<file path="src/hw/rtl/drpu_pkg.sv">
// Package for the dead-reckoning position update block: types, constants and functions
package drpu_pkg;

	localparam int AngleBits    = 16;
	localparam int CordicStages = 16;
	localparam int TableLen     = 24;
	localparam int NumStages    = (CordicStages > TableLen) ? TableLen : CordicStages;
	localparam int StageW       = $clog2(TableLen + 1);
	localparam int TrigW        = 34;
	localparam logic signed [TrigW-1:0] CordicK = 34'sd652032874;

	typedef enum logic [0:0] {
		REG_START_X = 1'b0,
		REG_START_Y = 1'b1
	} reg_idx_t;

	typedef struct packed {
		logic               track_select;
		logic [15:0]        heading;
		logic signed [15:0] speed;
		logic [31:0]        step_start;
		logic [31:0]        step_end;
	} in_item_t;

	typedef struct packed {
		logic signed [31:0] pos_x;
		logic signed [31:0] pos_y;
		logic               saturated;
	} out_item_t;

	typedef struct packed {
		logic [1:0] index;
		logic [31:0] data;
	} cfg_item_t;

	typedef enum logic [2:0] {
		ST_IDLE,
		ST_CORDIC,
		ST_VEL,
		ST_DIST,
		ST_ACC
	} state_t;

	// arctangent table, 2^32 per full turn
	function automatic logic [31:0] atan_turn(input logic [StageW-1:0] i);
		logic [31:0] r;
		unique case (i)
			5'd0:  r = 32'h20000000;
			5'd1:  r = 32'h12E4051E;
			5'd2:  r = 32'h09FB385B;
			5'd3:  r = 32'h051111D4;
			5'd4:  r = 32'h028B0D43;
			5'd5:  r = 32'h0145D7E1;
			5'd6:  r = 32'h00A2F61E;
			5'd7:  r = 32'h00517C55;
			5'd8:  r = 32'h0028BE53;
			5'd9:  r = 32'h00145F2F;
			5'd10: r = 32'h000A2F98;
			5'd11: r = 32'h000517CC;
			5'd12: r = 32'h00028BE6;
			5'd13: r = 32'h000145F3;
			5'd14: r = 32'h0000A2FA;
			5'd15: r = 32'h0000517D;
			5'd16: r = 32'h000028BE;
			5'd17: r = 32'h0000145F;
			5'd18: r = 32'h00000A30;
			5'd19: r = 32'h00000518;
			5'd20: r = 32'h0000028C;
			5'd21: r = 32'h00000146;
			5'd22: r = 32'h000000A3;
			5'd23: r = 32'h00000051;
			default: r = 32'h0;
		endcase
		return r;
	endfunction

endpackage

</file>
<file path="src/hw/rtl/drpu_cordic.sv">
// Iterative rotation-mode CORDIC, one micro-rotation per cycle
module drpu_cordic (
	input  logic                                 clk,
	input  logic                                 arst_n,
	input  logic                                 start,
	input  logic [31:0]                          angle,
	output logic                                 done,
	output logic signed [drpu_pkg::TrigW-1:0]    cos_out,
	output logic signed [drpu_pkg::TrigW-1:0]    sin_out
);

	logic signed [drpu_pkg::TrigW-1:0] x_q, y_q;
	logic signed [32:0]                z_q;
	logic [drpu_pkg::StageW-1:0]       i_q;
	logic                              busy_q, neg_q;
	logic                              done_q;
	logic                              neg_in;
	logic                              last;
	logic signed [drpu_pkg::TrigW-1:0] xs, ys;
	logic signed [32:0]                at;

	assign neg_in = angle[31] ^ angle[30];
	assign xs = x_q >>> i_q;
	assign ys = y_q >>> i_q;
	assign at = $signed({1'b0, drpu_pkg::atan_turn(i_q)});
	assign last = (i_q == drpu_pkg::StageW'(drpu_pkg::NumStages - 1));

	// micro-rotation and stage counter; done follows the last rotation
	always_ff @(posedge clk or negedge arst_n) begin
		if (!arst_n) begin
			busy_q <= 1'b0;
			i_q    <= '0;
			done_q <= 1'b0;
		end else begin
			done_q <= busy_q && !start && last;
			if (start) begin
				busy_q <= 1'b1;
				i_q    <= '0;
			end else if (busy_q) begin
				if (last) busy_q <= 1'b0;
				i_q <= i_q + 1'b1;
			end
		end
	end

	always_ff @(posedge clk) begin
		if (start) begin
			x_q   <= drpu_pkg::CordicK;
			y_q   <= '0;
			neg_q <= neg_in;
			z_q   <= 33'(signed'(neg_in ? angle + 32'h80000000 : angle));
		end else if (busy_q) begin
			if (!z_q[32]) begin
				x_q <= x_q - ys;
				y_q <= y_q + xs;
				z_q <= z_q - at;
			end else begin
				x_q <= x_q + ys;
				y_q <= y_q - xs;
				z_q <= z_q + at;
			end
		end
	end

	assign done    = done_q;
	assign cos_out = neg_q ? -x_q : x_q;
	assign sin_out = neg_q ? -y_q : y_q;

endmodule

</file>
<file path="src/hw/rtl/drpu_serial_mul.sv">
// Bit-serial signed multiplier: one multiplier bit per cycle, shift-add
module drpu_serial_mul (
	input  logic               clk,
	input  logic               arst_n,
	input  logic               start,
	input  logic signed [47:0] a,
	input  logic signed [32:0] b,
	output logic               done,
	output logic signed [80:0] prod
);

	logic signed [80:0] acc_q;
	logic [32:0]        b_q;
	logic signed [80:0] a_q;
	logic [5:0]         cnt_q;
	logic               busy_q;

	// top bit of b carries negative weight
	always_ff @(posedge clk or negedge arst_n) begin
		if (!arst_n) begin
			busy_q <= 1'b0;
			cnt_q  <= '0;
		end else if (start) begin
			busy_q <= 1'b1;
			cnt_q  <= '0;
		end else if (busy_q) begin
			if (cnt_q == 6'd32) busy_q <= 1'b0;
			cnt_q <= cnt_q + 1'b1;
		end
	end

	always_ff @(posedge clk) begin
		if (start) begin
			acc_q <= '0;
			a_q   <= 81'(a);
			b_q   <= b;
		end else if (busy_q) begin
			if (b_q[0]) acc_q <= (cnt_q == 6'd32) ? acc_q - a_q : acc_q + a_q;
			a_q <= a_q <<< 1;
			b_q <= b_q >> 1;
		end
	end

	assign done = busy_q && (cnt_q == 6'd32);
	assign prod = (b_q[0] && done) ? acc_q - a_q : acc_q;

endmodule

</file>
<file path="src/hw/rtl/dead_reckoning_position_update.sv">
// Top level of the dead-reckoning position update block
// Two tracks, selected per item, each hold a saturating Q16.16 x and y. An input
// transfer runs a 16-stage CORDIC on the heading, then scales cos and sin by speed and step
// time in one shared bit-serial multiplier and adds the distances to the selected track.
// The result follows the CORDIC rotations, four serial products (velocity, then distance, per
// axis) in the bit-serial multiplier and one accumulation step per axis. Input is ready again
// in the same cycle that the result becomes valid, so a new item is taken only once the last
// result is registered; a result still waiting in the output register only holds the next item at
// its final accumulation. Sums saturate at the signed 32-bit range. A configuration write loads
// the start register and that coordinate of both tracks, and is taken only while idle.
module dead_reckoning_position_update (
	input  logic                clk,
	input  logic                arst_n,
	input  logic                in_valid,
	output logic                in_ready,
	input  drpu_pkg::in_item_t  in_data,
	output logic                out_valid,
	input  logic                out_ready,
	output drpu_pkg::out_item_t out_data,
	input  logic                cfg_valid,
	output logic                cfg_ready,
	input  drpu_pkg::cfg_item_t cfg_data
);

	drpu_pkg::state_t state_q, state_d;
	drpu_pkg::in_item_t item_q;
	logic signed [31:0] start_x_q, start_y_q;
	logic signed [31:0] px_q [2];
	logic signed [31:0] py_q [2];
	logic               axis_q;
	logic               sat_x_q;
	logic               out_valid_q;
	drpu_pkg::out_item_t out_q;

	logic               cor_start, cor_done;
	logic [31:0]        angle;
	logic signed [drpu_pkg::TrigW-1:0] cos_w, sin_w;
	logic               mul_start, mul_done;
	logic signed [47:0] mul_a;
	logic signed [32:0] mul_b, dt;
	logic signed [80:0] prod;
	logic signed [47:0] vel;
	logic signed [48:0] step_dist;
	logic signed [33:0] sum_x, sum_y;
	logic [31:0]        nx, ny;
	logic               clip_x, clip_y;
	logic               sel;
	logic               out_free;

	assign angle = 32'(in_data.heading[drpu_pkg::AngleBits-1:0]) << (32 - drpu_pkg::AngleBits);
	assign dt    = $signed({1'b0, item_q.step_end}) - $signed({1'b0, item_q.step_start});
	assign sel   = item_q.track_select;
	assign out_free = !out_valid_q || out_ready;

	drpu_cordic u_cordic (
		.clk, .arst_n, .start(cor_start), .angle,
		.done(cor_done), .cos_out(cos_w), .sin_out(sin_w)
	);

	drpu_serial_mul u_mul (
		.clk, .arst_n, .start(mul_start), .a(mul_a), .b(mul_b),
		.done(mul_done), .prod
	);

	// operand selection for the shared multiplier; the distance product starts from the
	// velocity as it leaves the multiplier, the CORDIC outputs hold until the next item
	always_comb begin
		if (state_q == drpu_pkg::ST_VEL) begin
			mul_a = vel;
			mul_b = dt;
		end else begin
			mul_a = 48'((state_q == drpu_pkg::ST_ACC) ? sin_w : cos_w);
			mul_b = 33'(item_q.speed);
		end
	end

	assign vel       = 48'(prod >>> 22);
	assign step_dist = 49'(prod >>> 12);

	// saturating accumulation; distances are bounded well inside 49 bits
	always_comb begin
		logic signed [49:0] tx, ty;
		tx = 50'(px_q[sel]) + 50'(step_dist);
		ty = 50'(py_q[sel]) + 50'(step_dist);
		clip_x = (tx > 50'sd2147483647) || (tx < -50'sd2147483648);
		clip_y = (ty > 50'sd2147483647) || (ty < -50'sd2147483648);
		nx = tx > 50'sd2147483647 ? 32'h7FFFFFFF : (tx < -50'sd2147483648 ? 32'h80000000 : tx[31:0]);
		ny = ty > 50'sd2147483647 ? 32'h7FFFFFFF : (ty < -50'sd2147483648 ? 32'h80000000 : ty[31:0]);
	end
	assign sum_x = 34'(nx);
	assign sum_y = 34'(ny);

	// next state
	always_comb begin
		state_d = state_q;
		unique case (state_q)
			drpu_pkg::ST_IDLE:   if (in_valid) state_d = drpu_pkg::ST_CORDIC;
			drpu_pkg::ST_CORDIC: if (cor_done) state_d = drpu_pkg::ST_VEL;
			drpu_pkg::ST_VEL:    if (mul_done) state_d = drpu_pkg::ST_DIST;
			drpu_pkg::ST_DIST:   if (mul_done) state_d = drpu_pkg::ST_ACC;
			drpu_pkg::ST_ACC: begin
				if (!axis_q) state_d = drpu_pkg::ST_VEL;
				else if (out_free) state_d = drpu_pkg::ST_IDLE;
			end
			default:             state_d = drpu_pkg::ST_IDLE;
		endcase
	end

	// outputs of the sequencer
	always_comb begin
		in_ready  = (state_q == drpu_pkg::ST_IDLE);
		cfg_ready = (state_q == drpu_pkg::ST_IDLE);
		cor_start = (state_q == drpu_pkg::ST_IDLE) && in_valid;
		mul_start = ((state_q == drpu_pkg::ST_CORDIC) && cor_done) ||
			((state_q == drpu_pkg::ST_VEL) && mul_done) ||
			((state_q == drpu_pkg::ST_ACC) && !axis_q);
	end

	always_ff @(posedge clk or negedge arst_n) begin
		if (!arst_n) begin
			state_q     <= drpu_pkg::ST_IDLE;
			axis_q      <= 1'b0;
			out_valid_q <= 1'b0;
			start_x_q   <= '0;
			start_y_q   <= '0;
			px_q[0]     <= '0;
			px_q[1]     <= '0;
			py_q[0]     <= '0;
			py_q[1]     <= '0;
		end else begin
			state_q <= state_d;
			if (state_q == drpu_pkg::ST_ACC && axis_q && out_free) out_valid_q <= 1'b1;
			else if (out_ready) out_valid_q <= 1'b0;
			if (cfg_valid && cfg_ready) begin
				if (cfg_data.index == {1'b0, drpu_pkg::REG_START_X}) begin
					start_x_q <= cfg_data.data;
					px_q[0] <= cfg_data.data;
					px_q[1] <= cfg_data.data;
				end else if (cfg_data.index == {1'b0, drpu_pkg::REG_START_Y}) begin
					start_y_q <= cfg_data.data;
					py_q[0] <= cfg_data.data;
					py_q[1] <= cfg_data.data;
				end
			end
			if (cor_start) axis_q <= 1'b0;
			if (state_q == drpu_pkg::ST_ACC) begin
				axis_q <= 1'b1;
				if (!axis_q) px_q[sel] <= sum_x[31:0];
				else if (out_free) py_q[sel] <= sum_y[31:0];
			end
		end
	end

	// item capture and result register
	always_ff @(posedge clk) begin
		if (cor_start) item_q <= in_data;
		if (state_q == drpu_pkg::ST_ACC && !axis_q) sat_x_q <= clip_x;
		if (state_q == drpu_pkg::ST_ACC && axis_q && out_free) begin
			out_q.pos_x     <= px_q[sel];
			out_q.pos_y     <= ny;
			out_q.saturated <= sat_x_q | clip_y;
		end
	end

	assign out_valid = out_valid_q;
	assign out_data  = out_q;

	// a waiting result holds still until its transfer
	a_out_hold: assert property (@(posedge clk) disable iff (!arst_n)
		out_valid_q && !out_ready |=> out_valid_q && $stable(out_q))
		else $error("pending result changed");

	// start registers only change through the configuration port
	a_start_stable: assert property (@(posedge clk) disable iff (!arst_n)
		!$past(cfg_valid && cfg_ready) |-> $stable(start_x_q) && $stable(start_y_q))
		else $error("start register changed without write");

	// a result follows the second accumulation step
	a_out_after_acc: assert property (@(posedge clk) disable iff (!arst_n)
		$rose(out_valid_q) |-> $past(state_q == drpu_pkg::ST_ACC && axis_q))
		else $error("result raised out of sequence");

endmodule

</file>
<file path="config.mk">
export PLATFORM = sky130hd
export DESIGN_NAME = dead_reckoning_position_update
export DESIGN_NICKNAME = d
export VERILOG_FILES = /design/src/hw/rtl/drpu_pkg.sv /design/src/hw/rtl/drpu_cordic.sv /design/src/hw/rtl/drpu_serial_mul.sv /design/src/hw/rtl/dead_reckoning_position_update.sv
export SDC_FILE = /design/constraint.sdc
export NUM_CORES = 2
export LEC_CHECK = 0
export BUFFER_PORTS_ARGS = -buffer_cell sky130_fd_sc_hd__buf_2
export CAP_MARGIN = 20
export CORE_UTILIZATION = 55
export DETAILED_ROUTE_END_ITERATION = 6
export PLACE_DENSITY = 0.75
export SLEW_MARGIN = 20
export SYNTH_ARGS = -nofsm -noshare
export SYNTH_HDL_FRONTEND = slang
export SYNTH_SLANG_ARGS = --single-unit
</file>
<file path="constraint.sdc">
create_clock -name clk -period 10 [get_ports clk]
set_input_delay 1.5 -clock clk [delete_from_list [all_inputs] [get_ports clk]]
set_output_delay 1.5 -clock clk [all_outputs]
set_load 0.02 [all_outputs]
</file>
==> results.ini <==
[min_path]
holdPathStages = 2
hold_path.class = flip-flop to flip-flop

[worst_setup_path]
crit_slowest_cell = o21ai_0
arrival_ns = 9.61
end_kind = flip-flop
critical_path_class = flip-flop to flip-flop
max_stage_delay_ns = 0.83
cpMostUsedCell = o21ai_0
rr_worst_depth = 33
critPathRequiredTime_ns = 10.40
worstPathMaxFanout = 47
start_kind = flip-flop

[sta]
finalSetupTns_ns = 0
final_hold_viol_count = 0
tightest_slew_ns = 1.128
setup_viol = 0
fmax_ghz = 0.1086
rsz0062_at_grt = false
slew_viol_final = 0
finalCritPeriodShare = 0.9211
max_slew_margin = 0.2403
fin_crit_ns = 9.211
worst_clock_skew_ns = 0.02805

[cts]
clockBufferDepth = 3
htree_levels = 3
cts.reportedPaths.clkPinSlew_ns = 0.06
post-cts-setup-buffers = 0
cts_resized = 0
numCtsBuffers = 71
clock_latency_ns = 0.67
cts_tree = built
cts_sinks = 569
cts_root_buf = clkbuf_16
hold_buffers = 0

[synth]
synth_area_um2 = 50640
async_flop_share = 0.2583
ys_ff_latch = 569
syn_nets = 6714
synth_edf_count = 284
synth_compound_area_frac = 0.2424
synthCells = 6191
yosys_warnings = 0
syn_avg_cell_area_um2 = 8.179
synth_simple_gate_area_share = 0.1710
ys_seq_area_frac = 0.2956
synthAdderAreaFrac = 0.09701
synthMuxAreaShare = 0.06244
synth_cell_types = 105
synth_top_family_by_area = compound AO/OA/AOI/OAI gates
synth_xor_area_frac = 0.08043
synth_flop_cell = edfxtp_1

[floorplanning]
rows = 110
die_x_um = 305.4
fp.coreArea_um2 = 90560
die_y_um = 305.4
ios = 204
start_util = 0.5592
dieArea_um2 = 93290

[layout]
layout_commonest_cell = nand2_1
drive_gt1_frac = 0.1055
layout.nets = 6692
final_cell_mix = nand2_1 (763), a21oi_1 (633), nor2_1 (537), o21ai_0 (421), ha_1 (379)
area_growth_pct = 8.460

[drt]
wl_per_cell_um = 21.02
drc = 0
via_count = 47160
vias_per_cell = 6.369
route.antenna.remaining_nets = 0
drt-pass1-iter-count = 6
wl_um = 155700
drtIter0Drc = 5242

[grt]
antenna_found_initial = 5
grt.total_usage = 0.3240
grt-ovfl-total = 0
grt_pass1_wl_um = 242900
grt_pass1_vias = 44263
grt_max_degree = 91

[flow_run]
maxCapViolCount = 0

[status]
status = finished, final reports clean

[place]
post-dp-hpwl_um = 113100
portBuffers = 203
gp_congestion = 0.9968

## final timing paths
check	from	slack, ns	endpoint
setup reg to reg	u_mul.a_q[0]$_SDFFCE_PP0P_	0.79	out_data[9]$_DFFE_PP_
setup / recovery	u_mul.a_q[0]$_SDFFCE_PP0P_	0.79	out_data[9]$_DFFE_PP_
min in group asynchronous	arst_n	0.95	px_q[60]$_DFF_PN0_
hold / removal	u_mul.acc_q[7]$_SDFFE_PN0P_	0.48	u_mul.acc_q[7]$_SDFFE_PN0P_
max in group asynchronous	arst_n	7.60	py_q[57]$_DFF_PN0_
hold reg to reg	u_mul.acc_q[7]$_SDFFE_PN0P_	0.48	u_mul.acc_q[7]$_SDFFE_PN0P_
## logic make-up after synthesis
kind of cell	count (synthesis)
and+or+nand+nor	1932
AOI/OAI and AO/OA	1928
buffers and inverters	663
DFF	569
xor gates and xnor gates	465
adders and majority gates	388
muxes	246
## synth_stat cells (39+ instances only)
cell type / n / share of area
a21o_1: 106 / 0.016
or3_1: 39 / 0.0048
o21ai_0: 421 / 0.042
ha_1: 379 / 0.094
a31oi_1: 68 / 0.0084
a211oi_1: 152 / 0.023
o21a_1: 66 / 0.0098
inv_1: 270 / 0.020
xnor2_1: 309 / 0.053
mux2i_1: 110 / 0.022
a221oi_1: 61 / 0.011
o21bai_1: 77 / 0.011
xor2_1: 156 / 0.027
edfxtp_1: 284 / 0.17
nor3_1: 120 / 0.012
nor2b_1: 61 / 0.0075
mux4_2: 47 / 0.021
nand2_1: 766 / 0.057
nand3_1: 93 / 0.0092
nand2b_1: 65 / 0.0080
dfxtp_1: 138 / 0.055
dfrtp_1: 147 / 0.073
mux2_2: 89 / 0.020
a21oi_1: 633 / 0.063
buf_2: 39 / 0.0039
clkbuf_1: 305 / 0.023
and2_1: 41 / 0.0051
o31ai_1: 46 / 0.0068
and3_1: 66 / 0.0082
nor2_1: 546 / 0.040
## registers in the layout (all words and copies together), names as in the netlist
register,count
u_mul.b_q,33
u_mul.a_q,70
u_cordic.y_q,34
px_q,64
item_q,80
u_cordic.z_q,33
state_q,3
u_cordic.x_q,34
out_data,65
sat_x_q,1
sel,1
u_cordic.neg_q,1
out_valid,1
u_mul.acc_q,70
u_cordic.busy_q,1
py_q,64
u_cordic.i_q,5
axis_q,1
u_cordic.done,1
u_mul.cnt_q,6
u_mul.busy_q,1
## per-stage QoR
stage | std cells | util | setup WS [ns] | cell area, um2 | hold WS [ns]
after floorplan | 6191 | - | 2.856 | 50640 | 0.4523
after global placement | 7272 | 0.5784 | 1.155 | 52380 | 0.4637
after detailed placement | 7272 | 0.5784 | 0.9845 | 52380 | 0.4740
after CTS | 7403 | 0.6064 | 0.9169 | 54920 | 0.4816
after global routing | 7404 | 0.6064 | 0.1084 | 54920 | 0.5093
final | 7405 | 0.6065 | 0.7886 | 54920 | 0.4799
## final cells by class
type	count	area [um2]
clock inverter	42	588.1
inverter	274	1033
clock buffer	89	1947
antenna	2	5.005
timing repair buffer	294	1718
sequential	569	14980
multi-input combinational	4959	33180
fill	8098	35640
tap	1176	1471
## critical path: cells and delay by family, from the launching register on
| family | cells | cell delay, ns |
|---|---|---|
| buffers and inverters | 3 | 0.48 |
| AO/OA/AOI/OAI | 18 | 5.18 |
| flip-flops | 1 | 0.37 |
| XOR/XNOR | 1 | 0.13 |
| adder cells (fa/ha/maj) | 3 | 0.99 |
| multiplexers | 1 | 0.22 |
| AND/OR/NAND/NOR | 7 | 1.51 |
## routing by layer
layer  share of wire  global-route usage
met3           0.082             0.04728
met2            0.46              0.5295
met5         0.00035                   0
met1            0.42              0.4280
met4           0.043              0.1353
Power is not shown: default switching activity piles up to over one toggle a cycle in this logic, so the estimate is an artifact.
